File: src/hw/rtl/stm_pkg.sv
// Shared constants, types and helper functions of the sparse-table range-minimum engine.
package stm_pkg;

  localparam int MAX_LENGTH  = 1024;
  localparam int LEVEL_COUNT = 11;
  localparam int VALUE_WIDTH = 32;

  localparam int POS_W       = $clog2(MAX_LENGTH);
  localparam int LEN_W       = POS_W + 1;
  localparam int LEVEL_W     = $clog2(LEVEL_COUNT);
  localparam int ADDR_W      = LEVEL_W + POS_W;
  localparam int TABLE_DEPTH = LEVEL_COUNT * MAX_LENGTH;
  localparam int TOP_LEVEL   = (LEVEL_COUNT - 1 < POS_W) ? LEVEL_COUNT - 1 : POS_W;

  typedef logic signed [VALUE_WIDTH-1:0] value_t;
  typedef logic [POS_W-1:0]              pos_t;
  typedef logic [LEN_W-1:0]              len_t;
  typedef logic [LEVEL_W-1:0]            level_t;
  typedef logic [ADDR_W-1:0]             addr_t;

  typedef enum logic {
    FN_LOAD  = 1'b0,
    FN_QUERY = 1'b1
  } func_e;

  typedef enum logic [1:0] {
    ST_OK    = 2'd0,
    ST_EMPTY = 2'd1,
    ST_RANGE = 2'd2
  } status_e;

  // One access slot of the level table: two reads and one write per cycle.
  typedef struct packed {
    logic   rd_en;
    addr_t  rd_a_addr;
    addr_t  rd_b_addr;
    logic   wr_en;
    addr_t  wr_addr;
    value_t wr_data;
  } mem_req_t;

  typedef struct packed {
    logic busy;
    logic done;
  } bld_status_t;

  function automatic value_t smin(value_t a, value_t b);
    return (a <= b) ? a : b;
  endfunction

  // Level of a range length: position of its top set bit, capped at the top level.
  function automatic level_t span_level(len_t diff);
    level_t lvl;
    lvl = '0;
    for (int i = 1; i < LEN_W; i++) begin
      if (diff[i] && (i <= TOP_LEVEL)) begin
        lvl = LEVEL_W'(i);
      end
    end
    return lvl;
  endfunction

endpackage

File: src/hw/rtl/stm_builder.sv
// Build sequencer: sweeps the table level by level, one entry per cycle, with one idle slot after each level.
module stm_builder (
  input  logic                 clk_i,
  input  logic                 rst_ni,
  input  logic                 start_i,
  input  stm_pkg::value_t      rd_a_i,
  input  stm_pkg::value_t      rd_b_i,
  output stm_pkg::mem_req_t    req_o,
  output stm_pkg::bld_status_t status_o
);
  import stm_pkg::*;

  logic   busy_q, busy_d;
  logic   drain_q, drain_d;
  logic   wr_pend_q, wr_pend_d;
  level_t lvl_q, lvl_d;
  pos_t   idx_q, idx_d;
  addr_t  wr_addr_q, wr_addr_d;

  level_t lvl_below;
  pos_t   half;
  pos_t   idx_last;
  logic   issue;

  assign lvl_below = lvl_q - LEVEL_W'(1);
  assign half      = POS_W'(1) << lvl_below;
  assign idx_last  = POS_W'(LEN_W'(MAX_LENGTH) - (LEN_W'(1) << lvl_q));
  assign issue     = busy_q && !drain_q;

  always_comb begin
    req_o.rd_en     = issue;
    req_o.rd_a_addr = {lvl_below, idx_q};
    req_o.rd_b_addr = {lvl_below, idx_q + half};
    req_o.wr_en     = wr_pend_q;
    req_o.wr_addr   = wr_addr_q;
    req_o.wr_data   = smin(rd_a_i, rd_b_i);
  end

  assign status_o.busy = busy_q;
  assign status_o.done = busy_q && drain_q && (lvl_q == LEVEL_W'(TOP_LEVEL));

  always_comb begin
    busy_d    = busy_q;
    drain_d   = drain_q;
    wr_pend_d = 1'b0;
    lvl_d     = lvl_q;
    idx_d     = idx_q;
    wr_addr_d = wr_addr_q;
    if (start_i) begin
      busy_d  = 1'b1;
      drain_d = 1'b0;
      lvl_d   = LEVEL_W'(1);
      idx_d   = '0;
    end else if (issue) begin
      wr_pend_d = 1'b1;
      wr_addr_d = {lvl_q, idx_q};
      if (idx_q == idx_last) begin
        drain_d = 1'b1;
      end else begin
        idx_d = idx_q + POS_W'(1);
      end
    end else if (busy_q) begin
      // one idle slot lets the last write of a level land before the next level reads it
      if (lvl_q == LEVEL_W'(TOP_LEVEL)) begin
        busy_d = 1'b0;
      end else begin
        lvl_d   = lvl_q + LEVEL_W'(1);
        idx_d   = '0;
        drain_d = 1'b0;
      end
    end
  end

  always_ff @(posedge clk_i or negedge rst_ni) begin
    if (!rst_ni) begin
      busy_q    <= 1'b0;
      drain_q   <= 1'b0;
      wr_pend_q <= 1'b0;
      lvl_q     <= '0;
      idx_q     <= '0;
    end else begin
      busy_q    <= busy_d;
      drain_q   <= drain_d;
      wr_pend_q <= wr_pend_d;
      lvl_q     <= lvl_d;
      idx_q     <= idx_d;
    end
  end

  always_ff @(posedge clk_i) begin
    wr_addr_q <= wr_addr_d;
  end

endmodule

File: config.mk
export PLATFORM = sky130hd
export DESIGN_NAME = stm_builder
export DESIGN_NICKNAME = d
export VERILOG_FILES = /design/src/hw/rtl/stm_pkg.sv /design/src/hw/rtl/stm_builder.sv
export SDC_FILE = /design/constraint.sdc
export NUM_CORES = 1
export LEC_CHECK = 0
export BUFFER_PORTS_ARGS = -buffer_cell sky130_fd_sc_hd__buf_2
export CAP_MARGIN = 20
export CELL_PAD_IN_SITES_DETAIL_PLACEMENT = 0
export CELL_PAD_IN_SITES_GLOBAL_PLACEMENT = 1
export CORE_AREA = 2 2 103 105
export DETAILED_ROUTE_END_ITERATION = 8
export DIE_AREA = 0 0 105 107
export PLACE_DENSITY = 0.93
export SLEW_MARGIN = 20
export SYNTH_ARGS = -nofsm -noshare
export SYNTH_HDL_FRONTEND = slang
export SYNTH_SLANG_ARGS = --single-unit
File: constraint.sdc
create_clock -name clk_i -period 3.6 [get_ports clk_i]
set_input_delay 0.72 -clock clk_i [delete_from_list [all_inputs] [get_ports clk_i]]
set_output_delay 0.72 -clock clk_i [all_outputs]
set_load 0.05 [all_outputs]
==> out/summary.txt <==
switching share of total power = 47.2%
share of cells above drive strength 1 = 55.4%
DRT Pass-1 Iters = 4
wirelength, routed = 13900 µm
Mapped Area = 3540 µm²
die width = 105 µm
Slew HR = 43.9%
antenna viol nets, final = 0
Area Growth Syn to Fin = 70.0%
remaining global-route overflow = 0
DP Wirelength = 8320 µm
fin cells = 728
sw power = 0.00118 W
Worst Hold Class = in -> async
fmax = 0.258 GHz
Max Cap Violations = 0
global-route wire length before repair = 20300 µm
# DRC = 0
clk buf depth = 2
Clock H-tree levels = 2
crit start category = primary input
CTS root buf = clkbuf_8
worst-margin pin slew = 0.841 ns
Clock Power Share = 14.0%
Mapped Nets = 522
Worst-Skew Late Latency = 0.28 ns
Core ar. = 10100 µm²
All-Layer GR Usage = 22.8%
Pint = 0.00132 W
count of final setup violators = 36
final setup skew = 0.00361 ns
ant diodes = 0
Final Cycle Share = 108%
crit path max fanout = 7
final setup margin = -0.270 ns
nets = 709
Inst Count DP = 702
Initial Util = 35.1%
cells after synthesis = 404
pin count of the biggest net entering global routing = 26
sequential cell area fraction in the yosys report = 23.9%
RSZ-0062 raised after global routing = yes
DR vias/cell = 5.50
TritonCTS buffer count = 5
Vert. Die Dim = 107 µm
DR vias = 4006
final weighted congestion in routability-driven placement = 0.915
num rows = 37
Crit Path Class = in -> out
Power Density = 416 nW/µm²
cts-stage hold buffer count = 0
Reg clk slew, reported paths = 0.06 ns
violated checks = setup timing
Post-synth EDFFs = 14
# IOs = 145
ys async rst share = 54.8%
CTS tree = yes
initial antenna violation count = 0
Mean Syn Cell Area = 8.76 µm²
final hold slack = 0.357 ns
drt first-iter violations = 183
shortest period the worst path allows = 3.87 ns
sequential power share = 18.0%
Final Hold Violating Endpoints = 0
Slew Limit Fails = 0
Comb pwr share = 68.0%
Ys Warns = 0
status = finished with violations
vias in the first global route = 4096
CP Capture Type = primary output
Worst EP arrival = 3.15 ns
DIE AREA = 11200 µm²
port bufs = 144
leakage = 2.88 nW
routed len/inst = 19.1 µm
Yosys cell types = 60
Fillers = 804
# clock sinks = 31
Yosys reg bits = 31
WP data required = 2.88 ns
top_reg_cell synth = dfrtp_1
peak supply drop = 0.000431 V
-- synth_stat cells, drive strengths merged (3+ instances only) --
cell    instances  area, µm²
edfxtp         14        420
o31ai           3       22.5
buf            16        106
o211ai          8       60.1
nand2          32        120
o21ai           9       45.0
and3            7       43.8
nor3            5       25.0
or3             4       25.0
nor2           15       58.8
ha             50        626
mux2           32        360
inv            50        188
a211oi          5       37.5
xor2            4       35.0
a21oi          28        140
nor2b           5       31.3
nand3          12       60.1
or4             4       30.0
nand2b          4       25.0
a21o            4       30.0
xnor2          13        114
o311ai          6       52.6
clkbuf          6       22.5
nand4          11       68.8
nor4            9       77.6
dfrtp          17        425
-- final timing paths --
check	startpoint	to	slack, ns	cells after the start
setup reg to reg	lvl_q[2]	idx_q[1]	0.22	12
min in group clk_i	drain_q	drain_q	0.60	2
setup / recovery	rd_b_i[7]	req_o[15]	-0.27	13
hold / removal	rst_ni	idx_q[5]	0.36	1
hold reg to reg	drain_q	drain_q	0.60	2
max in group asynchronous	rst_ni	lvl_q[1]	2.94	1
-- area by class of cell --
cell class / count / area, µm² / area share, %
Multi-Input combinational cell: 301 / 2980 / 49.6
Timing Repair Buffer: 202 / 1690 / 28.1
Sequential cell: 31 / 847 / 14.1
Inverter: 50 / 206 / 3.43
Tap cell: 136 / 170 / 2.83
Clock buffer: 6 / 82.6 / 1.37
Clock inverter: 2 / 35.0 / 0.582
-- through the flow --
| step | power, W | instance area (µm²) | setup TNS, ns | utilization [%] | setup slack, ns |
|---|---|---|---|---|---|
| floorplan | 0.00144 | 3660 | -0.979 | - | -0.225 |
| global placement | 0.00176 | 4740 | -1.45 | 47.0 | -0.0697 |
| detailed placement | 0.00178 | 4740 | -3.49 | 47.0 | -0.131 |
| CTS | 0.00239 | 5810 | -0.629 | 57.5 | -0.108 |
| global route | 0.00262 | 6010 | -10.81 | 59.6 | -0.333 |
| finish | 0.00250 | 6010 | -7.97 | 59.6 | -0.270 |
-- cell usage in the layout, fill, tap and decap left out, types with 4 or more instances in the layout --
cell type	instances
a211oi_1	4
a21o_1	4
a21oi_1	24
a21oi_2	4
and3_1	5
buf_2	84
buf_4	53
buf_6	34
buf_8	28
clkbuf_8	6
dfrtp_1	16
edfxtp_1	14
ha_1	24
ha_4	25
inv_1	25
inv_2	18
inv_4	6
mux2_2	9
mux2_4	23
nand2_1	31
nand2b_1	4
nand3_1	11
nand4_1	11
nor2_1	12
nor4_1	7
o211ai_1	8
o21ai_0	4
o21ai_2	4
o311ai_1	5
or4_1	4
xnor2_1	8
-- layer usage --
layer  track usage [%]  vias to the layer above  part of all wire, %
li1                  -                     1853                    -
met1              24.2                     1889                   37
met2              44.5                      223                   53
met3              4.50                       41                  6.2
met4              7.43                        0                  3.4
met5                 0                        -                    0
-- sequential cells by signal (all words and copies together), names as in the netlist --
register   count
busy_q         1
drain_q        1
idx_q         10
lvl_q          4
wr_addr_q     14
wr_pend_q      1
-- critical path, cell delays in order --
cell and delay [ns]:
buf_6 0.08, inv_2 0.04, ha_4 0.27, nand4_1 0.16, or3_4 0.46, a21oi_2 0.13, o41a_1 0.19, a211oi_2 0.06
a21oi_2 0.23, buf_6 0.16, buf_8 0.13, mux2_2 0.35, buf_6 0.16
-- timing repair --
action / 4_1_cts / 5_1_grt
gates resized for setup: 189 / 56
endpoints found under the setup margin: 36 / 38
cloned: 3 / 0
buffers inserted: 12 / 7
pin swaps: 30 / 24
-- power by group through the flow --
stage / registers, W / clock network [W] / logic, W
CTS: 0.000444 / 0.000357 / 0.00159
global route: 0.000452 / 0.000375 / 0.00179
floorplan: 0.000563 / 0 / 0.000874
detailed placement: 0.000447 / 0 / 0.00133
finish: 0.000449 / 0.000351 / 0.00170
global placement: 0.000445 / 0 / 0.00131
-- cell families (layout without fill, tap and decap cells) --
group,after synthesis,in the layout,synth area share [%]
muxes,32,32,10.2
buffers and inverters,72,260,8.95
xor gates and xnor gates,18,18,4.84
adders and majority gates,51,51,18.2
DFF,31,31,23.9
AOI/OAI and AO/OA,86,86,16.7
and+or+nand+nor,114,114,17.2
Note: power is estimated with default switching activity, not from simulation.
